### config.mk
export PLATFORM = sky130hd
export DESIGN_NAME = hsv_hue_color_mask_core
export DESIGN_NICKNAME = d
export VERILOG_FILES = /design/src/rtl/hsvm_pkg.sv /design/src/rtl/hsvm_div.sv /design/src/rtl/hsv_hue_color_mask_core.sv
export SDC_FILE = /design/constraint.sdc
export NUM_CORES = 1
export LEC_CHECK = 0
export BUFFER_PORTS_ARGS = -buffer_cell sky130_fd_sc_hd__buf_2
export CELL_PAD_IN_SITES_DETAIL_PLACEMENT = 1
export CELL_PAD_IN_SITES_GLOBAL_PLACEMENT = 1
export CORE_MARGIN = 3
export CORE_UTILIZATION = 45
export CTS_BUF_LIST = sky130_fd_sc_hd__clkbuf_16
export CTS_CLUSTER_DIAMETER = 30
export DETAILED_ROUTE_END_ITERATION = 10
export PLACE_DENSITY_LB_ADDON = 0.1
export SLEW_MARGIN = 20
export SYNTH_ARGS = -nofsm -noshare
export SYNTH_HDL_FRONTEND = slang
export SYNTH_SLANG_ARGS = --single-unit
### constraint.sdc
create_clock -name clk -period 10 [get_ports clk]
set_clock_uncertainty 0.1 [all_clocks]
set_input_delay 0 -clock clk [delete_from_list [all_inputs] [get_ports clk]]
set_output_delay 0 -clock clk [all_outputs]
set_load 0.02 [all_outputs]
### src/rtl/hsvm_pkg.sv
// Shared types, constants and register map for the HSV hue color mask.
package hsvm_pkg;

	// Datapath widths
	localparam int unsigned CH_W   = 8;   // widened color channel
	localparam int unsigned HUE_W  = 9;   // hue in degrees, 0..359
	localparam int unsigned NUM_W  = 14;  // 60 * |channel difference|
	localparam int unsigned QUO_W  = 6;   // quotient magnitude, 0..60
	localparam int unsigned ADDR_W = 4;   // byte address of the register file
	localparam int unsigned DATA_W = 32;

	// Hue offsets of the three sectors and the full circle
	localparam logic [HUE_W-1:0] HUE_GREEN = 9'd120;
	localparam logic [HUE_W-1:0] HUE_BLUE  = 9'd240;
	localparam logic [HUE_W-1:0] HUE_FULL  = 9'd360;

	// Register reset values
	localparam logic [HUE_W-1:0] HUE_LOW_RST    = 9'd340;
	localparam logic [HUE_W-1:0] HUE_HIGH_RST   = 9'd20;
	localparam logic [CH_W-1:0]  MIN_VALUE_RST  = 8'd50;
	localparam logic [CH_W-1:0]  MIN_CHROMA_RST = 8'd20;

	// Register index, taken from paddr[3:2]
	typedef enum logic [1:0] {
		REG_HUE_LOW    = 2'd0,
		REG_HUE_HIGH   = 2'd1,
		REG_MIN_VALUE  = 2'd2,
		REG_MIN_CHROMA = 2'd3
	} reg_idx_t;

	// Channel that holds the maximum
	typedef enum logic [1:0] {
		SEC_RED   = 2'd0,
		SEC_GREEN = 2'd1,
		SEC_BLUE  = 2'd2
	} sector_t;

	// Side information that travels alongside the divider
	typedef struct packed {
		sector_t         sector;
		logic            neg;     // hue numerator below zero
		logic            gray;    // chroma is zero
		logic [CH_W-1:0] vmax;
		logic [CH_W-1:0] chroma;
	} pix_info_t;

endpackage

### src/rtl/hsvm_div.sv
// Three-stage restoring divider for the hue quotient, two bits per stage.
module hsvm_div (
	input  logic                           clk,
	input  logic                           arst_n,
	input  logic                           in_valid,
	input  logic [hsvm_pkg::NUM_W-1:0]     num,
	input  logic [hsvm_pkg::CH_W-1:0]      den,
	input  hsvm_pkg::pix_info_t            in_info,
	output logic                           out_valid,
	output logic [hsvm_pkg::QUO_W-1:0]     quo,
	output hsvm_pkg::pix_info_t            out_info
);

	// Two restoring steps, divisor shifted by sh and then sh-1
	function automatic logic [hsvm_pkg::NUM_W+1:0] div_pair(
		input logic [hsvm_pkg::NUM_W-1:0] rem,
		input logic [hsvm_pkg::CH_W-1:0]  d,
		input int unsigned                sh
	);
		logic [hsvm_pkg::NUM_W-1:0] r;
		logic [hsvm_pkg::NUM_W-1:0] dsh;
		logic [1:0]                 q;
		int unsigned                k;
		r = rem;
		q = 2'b00;
		for (k = 0; k < 2; k++) begin
			dsh = hsvm_pkg::NUM_W'(d) << (sh - k);
			if (r >= dsh) begin
				r        = r - dsh;
				q[1 - k] = 1'b1;
			end
		end
		return {r, q};
	endfunction

	logic [hsvm_pkg::NUM_W+1:0] step1;
	logic [hsvm_pkg::NUM_W+1:0] step2;
	logic [hsvm_pkg::NUM_W+1:0] step3;

	logic                       valid_s1, valid_s2, valid_s3;
	logic [hsvm_pkg::NUM_W-1:0] rem_s1, rem_s2;
	logic [hsvm_pkg::CH_W-1:0]  den_s1, den_s2;
	logic [1:0]                 q_s1;
	logic [3:0]                 q_s2;
	logic [5:0]                 q_s3;
	hsvm_pkg::pix_info_t        info_s1, info_s2, info_s3;

	// Quotient bits 5:4, 3:2 and 1:0
	assign step1 = div_pair(num, den, 5);
	assign step2 = div_pair(rem_s1, den_s1, 3);
	assign step3 = div_pair(rem_s2, den_s2, 1);

	// Advance the valid bits
	always_ff @(posedge clk or negedge arst_n) begin
		if (!arst_n) begin
			valid_s1 <= 1'b0;
			valid_s2 <= 1'b0;
			valid_s3 <= 1'b0;
		end else begin
			valid_s1 <= in_valid;
			valid_s2 <= valid_s1;
			valid_s3 <= valid_s2;
		end
	end

	// Advance remainder, quotient and side information
	always_ff @(posedge clk) begin
		rem_s1  <= step1[hsvm_pkg::NUM_W+1:2];
		q_s1    <= step1[1:0];
		den_s1  <= den;
		info_s1 <= in_info;

		rem_s2  <= step2[hsvm_pkg::NUM_W+1:2];
		q_s2    <= {q_s1, step2[1:0]};
		den_s2  <= den_s1;
		info_s2 <= info_s1;

		q_s3    <= {q_s2, step3[1:0]};
		info_s3 <= info_s2;
	end

	assign out_valid = valid_s3;
	assign quo       = q_s3;
	assign out_info  = info_s3;

endmodule

### src/rtl/hsv_hue_color_mask_core.sv
// Top level of the RGB565 hue threshold mask with its register file.
// A pixel passes through the channel stage, the scaling stage, the three divider stages
// and the output register before its result shows.
// Throughput: one pixel per cycle; busy is always low and the pipeline never stalls.
// The receiver cannot stall: each result shows on done/color_match for one cycle.
// Reset clears the valid bits and loads the register defaults.
module hsv_hue_color_mask_core (
	input  logic                            clk,
	input  logic                            arst_n,
	input  logic                            start,
	output logic                            busy,
	input  logic [15:0]                     pixel,
	output logic                            done,
	output logic                            color_match,
	input  logic                            psel,
	input  logic                            penable,
	input  logic                            pwrite,
	input  logic [hsvm_pkg::ADDR_W-1:0]     paddr,
	input  logic [hsvm_pkg::DATA_W-1:0]     pwdata,
	output logic [hsvm_pkg::DATA_W-1:0]     prdata,
	output logic                            pready
);

	logic [hsvm_pkg::HUE_W-1:0] hue_low_q, hue_high_q;
	logic [hsvm_pkg::CH_W-1:0]  min_value_q, min_chroma_q;
	hsvm_pkg::reg_idx_t         reg_idx;
	logic                       wr_en;

	assign busy    = 1'b0;
	assign pready  = 1'b1;
	assign reg_idx = hsvm_pkg::reg_idx_t'(paddr[3:2]);
	assign wr_en   = psel && penable && pwrite;

	// Write configuration registers
	always_ff @(posedge clk or negedge arst_n) begin
		if (!arst_n) begin
			hue_low_q    <= hsvm_pkg::HUE_LOW_RST;
			hue_high_q   <= hsvm_pkg::HUE_HIGH_RST;
			min_value_q  <= hsvm_pkg::MIN_VALUE_RST;
			min_chroma_q <= hsvm_pkg::MIN_CHROMA_RST;
		end else if (wr_en) begin
			unique case (reg_idx)
				hsvm_pkg::REG_HUE_LOW:    hue_low_q    <= pwdata[hsvm_pkg::HUE_W-1:0];
				hsvm_pkg::REG_HUE_HIGH:   hue_high_q   <= pwdata[hsvm_pkg::HUE_W-1:0];
				hsvm_pkg::REG_MIN_VALUE:  min_value_q  <= pwdata[hsvm_pkg::CH_W-1:0];
				hsvm_pkg::REG_MIN_CHROMA: min_chroma_q <= pwdata[hsvm_pkg::CH_W-1:0];
				default: ;
			endcase
		end
	end

	// Read back configuration registers
	always_comb begin
		unique case (reg_idx)
			hsvm_pkg::REG_HUE_LOW:    prdata = hsvm_pkg::DATA_W'(hue_low_q);
			hsvm_pkg::REG_HUE_HIGH:   prdata = hsvm_pkg::DATA_W'(hue_high_q);
			hsvm_pkg::REG_MIN_VALUE:  prdata = hsvm_pkg::DATA_W'(min_value_q);
			hsvm_pkg::REG_MIN_CHROMA: prdata = hsvm_pkg::DATA_W'(min_chroma_q);
			default:                  prdata = '0;
		endcase
	end

	// Stage 1: widen channels, find max/min, pick sector and numerator
	logic [hsvm_pkg::CH_W-1:0] r8, g8, b8, ch_max, ch_min, op_a, op_b;
	hsvm_pkg::sector_t         sector;
	hsvm_pkg::pix_info_t       info_d;

	always_comb begin
		r8 = {pixel[15:11], 3'b000};
		g8 = {pixel[10:5], 2'b00};
		b8 = {pixel[4:0], 3'b000};
		ch_max = r8;
		ch_min = r8;
		if (g8 > ch_max) ch_max = g8;
		if (b8 > ch_max) ch_max = b8;
		if (g8 < ch_min) ch_min = g8;
		if (b8 < ch_min) ch_min = b8;
		// ties go red, then green, then blue
		if (ch_max == r8) begin
			sector = hsvm_pkg::SEC_RED;
			op_a   = g8;
			op_b   = b8;
		end else if (ch_max == g8) begin
			sector = hsvm_pkg::SEC_GREEN;
			op_a   = b8;
			op_b   = r8;
		end else begin
			sector = hsvm_pkg::SEC_BLUE;
			op_a   = r8;
			op_b   = g8;
		end
		info_d.sector = sector;
		info_d.neg    = (op_a < op_b);
		info_d.vmax   = ch_max;
		info_d.chroma = ch_max - ch_min;
		info_d.gray   = (ch_max == ch_min);
	end

	logic                      valid_s1;
	logic [hsvm_pkg::CH_W-1:0] absd_s1;
	hsvm_pkg::pix_info_t       info_s1;

	always_ff @(posedge clk or negedge arst_n) begin
		if (!arst_n) valid_s1 <= 1'b0;
		else         valid_s1 <= start && !busy;
	end

	always_ff @(posedge clk) begin
		absd_s1 <= info_d.neg ? (op_b - op_a) : (op_a - op_b);
		info_s1 <= info_d;
	end

	// Stage 2: scale the difference by 60
	logic                       valid_s2;
	logic [hsvm_pkg::NUM_W-1:0] num_s2;
	hsvm_pkg::pix_info_t        info_s2;

	always_ff @(posedge clk or negedge arst_n) begin
		if (!arst_n) valid_s2 <= 1'b0;
		else         valid_s2 <= valid_s1;
	end

	always_ff @(posedge clk) begin
		num_s2  <= (hsvm_pkg::NUM_W'(absd_s1) << 6) - (hsvm_pkg::NUM_W'(absd_s1) << 2);
		info_s2 <= info_s1;
	end

	// Stages 3-5: divide by chroma
	logic                       div_valid;
	logic [hsvm_pkg::QUO_W-1:0] quo;
	hsvm_pkg::pix_info_t        div_info;

	hsvm_div u_div (
		.clk       (clk),
		.arst_n    (arst_n),
		.in_valid  (valid_s2),
		.num       (num_s2),
		.den       (info_s2.chroma),
		.in_info   (info_s2),
		.out_valid (div_valid),
		.quo       (quo),
		.out_info  (div_info)
	);

	// Output stage: assemble hue and test thresholds
	logic [hsvm_pkg::HUE_W-1:0] hue, quo9;
	logic                       in_range, match;

	always_comb begin
		quo9 = hsvm_pkg::HUE_W'(quo);
		case (div_info.sector)
			hsvm_pkg::SEC_RED:
				hue = !div_info.neg ? quo9 : ((quo == '0) ? '0 : hsvm_pkg::HUE_FULL - quo9);
			hsvm_pkg::SEC_GREEN:
				hue = div_info.neg ? hsvm_pkg::HUE_GREEN - quo9 : hsvm_pkg::HUE_GREEN + quo9;
			default:
				hue = div_info.neg ? hsvm_pkg::HUE_BLUE - quo9 : hsvm_pkg::HUE_BLUE + quo9;
		endcase
		if (div_info.gray) hue = '0;
		if (hue_low_q < hue_high_q)
			in_range = (hue >= hue_low_q) && (hue <= hue_high_q);
		else
			in_range = (hue >= hue_low_q) || (hue <= hue_high_q);
		match = div_valid && in_range && (div_info.vmax > min_value_q)
			&& (div_info.chroma > min_chroma_q);
	end

	// Register the result strobe and flag
	always_ff @(posedge clk or negedge arst_n) begin
		if (!arst_n) begin
			done        <= 1'b0;
			color_match <= 1'b0;
		end else begin
			done        <= div_valid;
			color_match <= match;
		end
	end

endmodule

==> results of run 1 <==
-- power breakdown --
group          leakage, nW  internal (mW)  switching (mW)
Clock                0.291          0.379           0.265
Sequential            1.55          0.952           0.170
Combinational         3.30           1.07            1.32
Total                 5.15           2.40            1.76
-- critical path: cells and delay by family --
family | cells | cell delay, ns
AOI/OAI and AO/OA | 11 | 2.59
muxes | 4 | 1.40
adders and majority gates | 3 | 1.10
and+or+nand+nor | 6 | 1.10
buffers and inverters | 4 | 0.76
xor gates and xnor gates | 1 | 0.13
-- cells by family after synthesis --
group	synth area share (%)
simple gates	12.9
fa+ha+maj	16.4
flops	35.9
compound gates	15.3
mux	8.29
other cells	0.0748
xor+xnor	4.01
buf+inv	7.12
-- worst paths after layout --
path	start	to	slack, ns	cells after the start
max reg2reg	u_div.den_s1[3]$_DFF_P_	u_div.rem_s2[13]$_DFF_P_	5.14	16
min reg2reg	u_div.info_s2[12]$_DFF_P_	u_div.out_info[12]$_DFF_P_	0.22	0
max	pixel[12]	absd_s1[7]$_DFF_P_	3.16	29
min in group asynchronous	arst_n	valid_s2$_DFF_PN0_	0.16	2
min	pixel[9]	info_s1[14]$_DFF_P_	0.04	3
max in group asynchronous	arst_n	hue_high_q[5]$_DFFE_PN0P_	9.07	2
-- Yosys cell counts, types with 19 or more instances --
library cell / number / area [sq um]
nand2_1: 62 / 233
o21ai_0: 66 / 330
inv_1: 103 / 387
a21o_1: 19 / 143
mux2_2: 28 / 315
dfxtp_1: 128 / 2560
mux2i_1: 21 / 210
a21oi_1: 75 / 375
nand2b_1: 20 / 125
buf_4: 26 / 195
xnor2_1: 34 / 298
nand3_1: 20 / 100
clkbuf_1: 19 / 71.3
ha_1: 118 / 1480
nor2_1: 73 / 274
dfrtp_1: 30 / 751
-- what timing repair did --
item	CTS	global route
hold buffers	17	0
hold endpoints to repair	72	0
buffers inserted	0	0
-- state kept, by name (all words and copies together), names as in the netlist, 10 cells and up --
| register | flops |
|---|---|
| u_div.info_s1 | 10 |
| u_div.rem_s2 | 10 |
| u_div.out_info | 16 |
| info_s1 | 16 |
| info_s2 | 16 |
| u_div.info_s2 | 10 |
| u_div.rem_s1 | 10 |
| num_s2 | 10 |
-- per-stage QoR --
stage	instances	worst slack [ns]	area (sq um)
after global routing	1414	2.58	11100
after floorplan	1093	4.12	10100
after global placement	1365	2.80	10400
final	1414	3.16	11100
after detailed placement	1365	2.72	10400
after CTS	1414	3.12	11100
-- cells in the final DEF, fill, tap and decap left out, types with 11 or more instances in the layout --
| cell type | n |
|---|---|
| dfxtp_1 | 128 |
| ha_1 | 118 |
| inv_1 | 105 |
| a21oi_1 | 75 |
| nor2_1 | 73 |
| o21ai_0 | 66 |
| nand2_1 | 62 |
| buf_2 | 43 |
| xnor2_1 | 34 |
| dfrtp_1 | 30 |
| mux2_2 | 28 |
| conb_1 | 25 |
| mux2i_1 | 21 |
| nand3_1 | 20 |
| nand2b_1 | 20 |
| a21o_1 | 19 |
| clkbuf_16 | 18 |
| nor2b_1 | 17 |
| dlygate4sd3_1 | 17 |
| nor3_1 | 15 |
| o21ai_1 | 12 |
| xor2_1 | 12 |
| o21a_1 | 11 |
| dfstp_2 | 11 |
-- cell type report --
type	instances	share of cell area (%)
tap	280	3.14
clock buffer	18	4.04
multi-input combinational	764	52.1
timing repair buffer	64	3.73
inverter	105	3.54
clock inverter	14	1.16
sequential	169	32.3
-- layer usage --
| layer | track usage (%) | vias to the layer above |
|---|---|---|
| li1 | - | 3774 |
| met1 | 24.8 | 3617 |
| met2 | 36.0 | 100 |
| met3 | 2.75 | 32 |
| met4 | 5.25 | 0 |
| met5 | 0 | - |
==> flow_metrics.env, run 1 <==
export IMPL_drive_gt1_share_pct=12.6
export IMPL_clk_pin_slew_worst_paths_ns=0.07
export IMPL_start_util_pct=45.9
export IMPL_grt_max_degree=42
export IMPL_hold_violations=0
export IMPL_cp_max_fo=21
export IMPL_wire_per_inst_um=16.6
export IMPL_worst_slew_pin_slew_ns=1.03
export IMPL_p_per_area_nw_per_um2=373
export IMPL_wl_met2_mm=11.8
export IMPL_yosysUniqueCellTypes=80
export IMPL_ys_seq_elements=169
export IMPL_ant_nets=0
export IMPL_max_freq_mhz=146
export IMPL_die_w_um=155
export IMPL_rsz0062_at_grt="false"
export IMPL_drv_cap=0
export IMPL_leakagePower_nw=5.15
export IMPL_fin_crit_ns=6.84
export IMPL_portBuffers=43
export IMPL_drc=0
export IMPL_avgSynthCellArea_sq_um=9.38
export IMPL_slew_viol_final=0
export IMPL_cts_tree="built"
export IMPL_gp_congestion=0.843
export IMPL_syn_area_sq_um=10000
export IMPL_multi_input_area_sq_um=5810
export IMPL_power_total_mw=4.16
export IMPL_yosysWarnings=0
export IMPL_cp_slowest_cell="o21ai_2"
export IMPL_clk_latency_ns=0.42
export IMPL_grt_util_all_layers_pct=19.9
export IMPL_vias=7523
export IMPL_drt_iter0_markers=267
export IMPL_period_share_pct=68.4
export IMPL_fillers=2555
export IMPL_h_tree_depth=4
export IMPL_whs_ns=0.0363
export IMPL_dp_hpwl_mm=18.1
export IMPL_numCtsBuffers=17
export IMPL_cts_buffer_depth=2
export IMPL_crit_path_start_kind="input port"
export IMPL_top_layer="met4"
export IMPL_antenna_cells=0
export IMPL_die_h_um=155
export IMPL_cp_data_required_time_ns=10.26
export IMPL_ys_seq_area_share_pct=35.9
export IMPL_antenna_found_initial=0
export IMPL_hold_path_class="in2reg"
export IMPL_regArea_sq_um=3600
export IMPL_ctsResizeCount=0
export IMPL_status="complete, no violations"
export IMPL_cts_sink_count=169
export IMPL_ys_flop_type="dfxtp_1"
export IMPL_maxSlewHeadroom_pct=31.3
export IMPL_tns_ns=0
export IMPL_cp_common_cell="mux2_1"
export IMPL_fin_util_pct=50.9
export IMPL_wl_mm=23.4
export IMPL_async_flop_share_pct=24.3
export IMPL_area_delta_synth_final_pct=11.1
export IMPL_cp_end_kind="flop"
export IMPL_setup_viol=0
export IMPL_critPathMaxStageDelay_ns=0.77
export IMPL_row_count=54
export IMPL_grt_ovfl_total=0
export IMPL_synth_cells=1070
export IMPL_io_pins=94
export IMPL_dr_pass1_iters=4
export IMPL_cts_root_buf="clkbuf_16"
export IMPL_via_per_inst=5.32
export IMPL_grt_pass1_vias=7865
export IMPL_path_class="in2reg"
export IMPL_core_region_area_sq_um=21900
export IMPL_grt_pass1_wl_mm=39.3
export IMPL_crit_arrival_ns=7.09
export IMPL_ir_drop_v=0.000134
export IMPL_num_nets_final=1305
export IMPL_die_area_sq_um=24100
export IMPL_synth_edf_count=0
export IMPL_route_met3_wl_um=543
export IMPL_wl_met1_mm=10.7
Power figures use the tool's default switching activity.
==> inputs of run 2 (changes only) <==
- clock period: 10 -> 7.15 ns (I/O delays scaled with it)
==> run 2 against run 1 <==
  * Clock-buffer cell count is 1 lower
  * Combinational power is 41% higher
  * Critical path depth is 1 lower
  * Largest cell class unchanged
==> flow_metrics.env, run 2 (synthesized netlist as in run 1, its figures left out) <==
export IMPL_vias=7492
export IMPL_ctsResizeCount=0
export IMPL_row_count=54
export IMPL_ir_drop_v=0.000191
export IMPL_setup_viol=0
export IMPL_die_area_sq_um=24100
export IMPL_r2r_end="u_div.rem_s2[13]$_DFF_P_"
export IMPL_fillers=2519
export IMPL_clk_pin_slew_worst_paths_ns=0.07
export IMPL_p_per_area_nw_per_um2=522
export IMPL_leakagePower_nw=5.17
export IMPL_drc=0
export IMPL_portBuffers=43
export IMPL_cts_sink_count=169
export IMPL_grt_ovfl_total=0
export IMPL_fin_area_sq_um=11200
export IMPL_path_class="in2reg"
export IMPL_ant_nets=0
export IMPL_clk_latency_ns=0.42
export IMPL_cp_end_kind="flop"
export IMPL_start_util_pct=45.9
export IMPL_drt_iter0_markers=220
export IMPL_area_delta_synth_final_pct=11.6
export IMPL_cp_max_fo=19
export IMPL_whs_ns=0.0414
export IMPL_period_share_pct=83.2
export IMPL_antenna_cells=0
export IMPL_fin_crit_ns=5.95
export IMPL_io_pins=94
export IMPL_cp_data_required_time_ns=7.40
export IMPL_numCtsBuffers=17
export IMPL_status="complete, no violations"
export IMPL_hold_start="penable"
export IMPL_tns_ns=0
export IMPL_whs_path_depth=6
export IMPL_rsz0062_at_grt="false"
export IMPL_via_per_inst=5.29
export IMPL_cts_root_buf="clkbuf_16"
export IMPL_fin_util_pct=51.2
export IMPL_grt_pass1_vias=7865
export IMPL_wire_per_inst_um=16.3
export IMPL_num_nets_final=1308
export IMPL_crit_path_start_kind="input port"
export IMPL_die_w_um=155
export IMPL_grt_max_degree=42
export IMPL_cts_hold_buf=17
export IMPL_cts_tree="built"
export IMPL_post_cts_setup_buffers=0
export IMPL_mostFrequentLayoutCells="128 x dfxtp_1, 118 x ha_1, 103 x inv_1"
export IMPL_drv_cap=0
export IMPL_worst_slew_pin_slew_ns=0.911
export IMPL_regToRegSetupSlack_ns=2.31
export IMPL_ff2ff_path_depth=16
export IMPL_maxSlewHeadroom_pct=39.3
export IMPL_drive_gt1_share_pct=13.4
export IMPL_holdPathEnd="min_value_q[5]$_DFFE_PN1P_"
export IMPL_gp_congestion=0.841
export IMPL_crit_arrival_ns=6.20
export IMPL_hold_violations=0
export IMPL_max_freq_mhz=168
export IMPL_dr_pass1_iters=5
export IMPL_layout_setup_ws_ns=1.20
export IMPL_dp_worst_setup_slack_ns=0.745
export IMPL_wl_mm=23.1
export IMPL_h_tree_depth=4
export IMPL_cts_buffer_depth=2
export IMPL_antenna_found_initial=0
export IMPL_core_region_area_sq_um=21900
export IMPL_reg2reg_from="u_div.den_s1[3]$_DFF_P_"
export IMPL_grt_pass1_wl_mm=39.2
export IMPL_grt_util_all_layers_pct=19.8
export IMPL_dpl_cell_area_sq_um=10400
export IMPL_hold_path_class="in2reg"
export IMPL_mostFrequentLayoutCell="dfxtp_1"
export IMPL_die_h_um=155
export IMPL_dp_hpwl_mm=18.1
export IMPL_slew_viol_final=0
-- run 2: cell types whose count changed in the layout (fill, tap and decap cells not counted), sizes merged --
cell,previous run,this run
clkinv,6,5
bufinv,2,1
inv,110,114
clkbuf,18,17
buf,47,50
clkinvlp,1,0
-- run 2: final cells by class --
| type | count | area (sq um) | area share, % |
|---|---|---|---|
| multi-input combinational | 764 | 5810 | 51.9 |
| sequential | 169 | 3600 | 32.2 |
| timing repair buffer | 67 | 438 | 3.91 |
| clock buffer | 17 | 425 | 3.80 |
| inverter | 105 | 394 | 3.52 |
| tap | 280 | 350 | 3.13 |
| clock inverter | 15 | 176 | 1.58 |
-- run 2: through the flow --
stage / cells / total power [mW]
floorplan: 1093 / 4.18
global route: 1417 / 6.47
finish: 1417 / 5.85
CTS: 1417 / 5.92
detailed placement: 1368 / 4.94
global placement: 1368 / 4.84
-- run 2: report_power, final --
group | internal, mW | switching [mW] | leakage, nW
Combinational | 1.50 | 1.86 | 3.32
Clock | 0.502 | 0.415 | 0.298
Sequential | 1.33 | 0.237 | 1.55
Total | 3.33 | 2.51 | 5.17
-- run 2: routing by layer --
metal | part of all wire (%) | track usage, % | vias up
met1 | 45 | 25.1 | 3620
met4 | 1.4 | 4.75 | 0
li1 | - | - | 3769
met2 | 51 | 35.5 | 78
met5 | 0 | 0 | -
met3 | 2.1 | 2.87 | 25
-- run 2: worst max path at each step --
stage               startpoint            endpoint  slack, ns  depth (start not counted)
floorplan            pixel[14]  absd_s1[7]$_DFF_P_       1.27                         29
global placement     pixel[12]  absd_s1[7]$_DFF_P_       0.79                         29
detailed placement   pixel[12]  absd_s1[7]$_DFF_P_       0.75                         29
CTS                  pixel[12]  absd_s1[7]$_DFF_P_       1.19                         29
global route          pixel[5]  absd_s1[7]$_DFF_P_       0.63                         29
finish                pixel[5]  absd_s1[7]$_DFF_P_       1.20                         28
-- run 2: critical path, cell delays in order --
cell           delay [ns]
dlygate4sd3_1        0.52
buf_2                0.18
nand4b_1             0.17
o22ai_1              0.10
a21oi_2              0.45
nand2_1              0.17
a21boi_0             0.20
ha_1                 0.33
a21o_1               0.10
a21oi_1              0.07
o21ai_1              0.27
o21ai_2              0.14
buf_4                0.23
nand3_1              0.09
nand4_1              0.17
a211oi_2             0.23
mux2_1               0.36
mux2_1               0.35
fa_1                 0.46
nand2b_1             0.18
a21oi_1              0.19
o21ai_0              0.10
nand2b_1             0.11
mux2_1               0.36
a211oi_1             0.23
o21ai_0              0.12
a31oi_1              0.17
xnor2_1              0.13
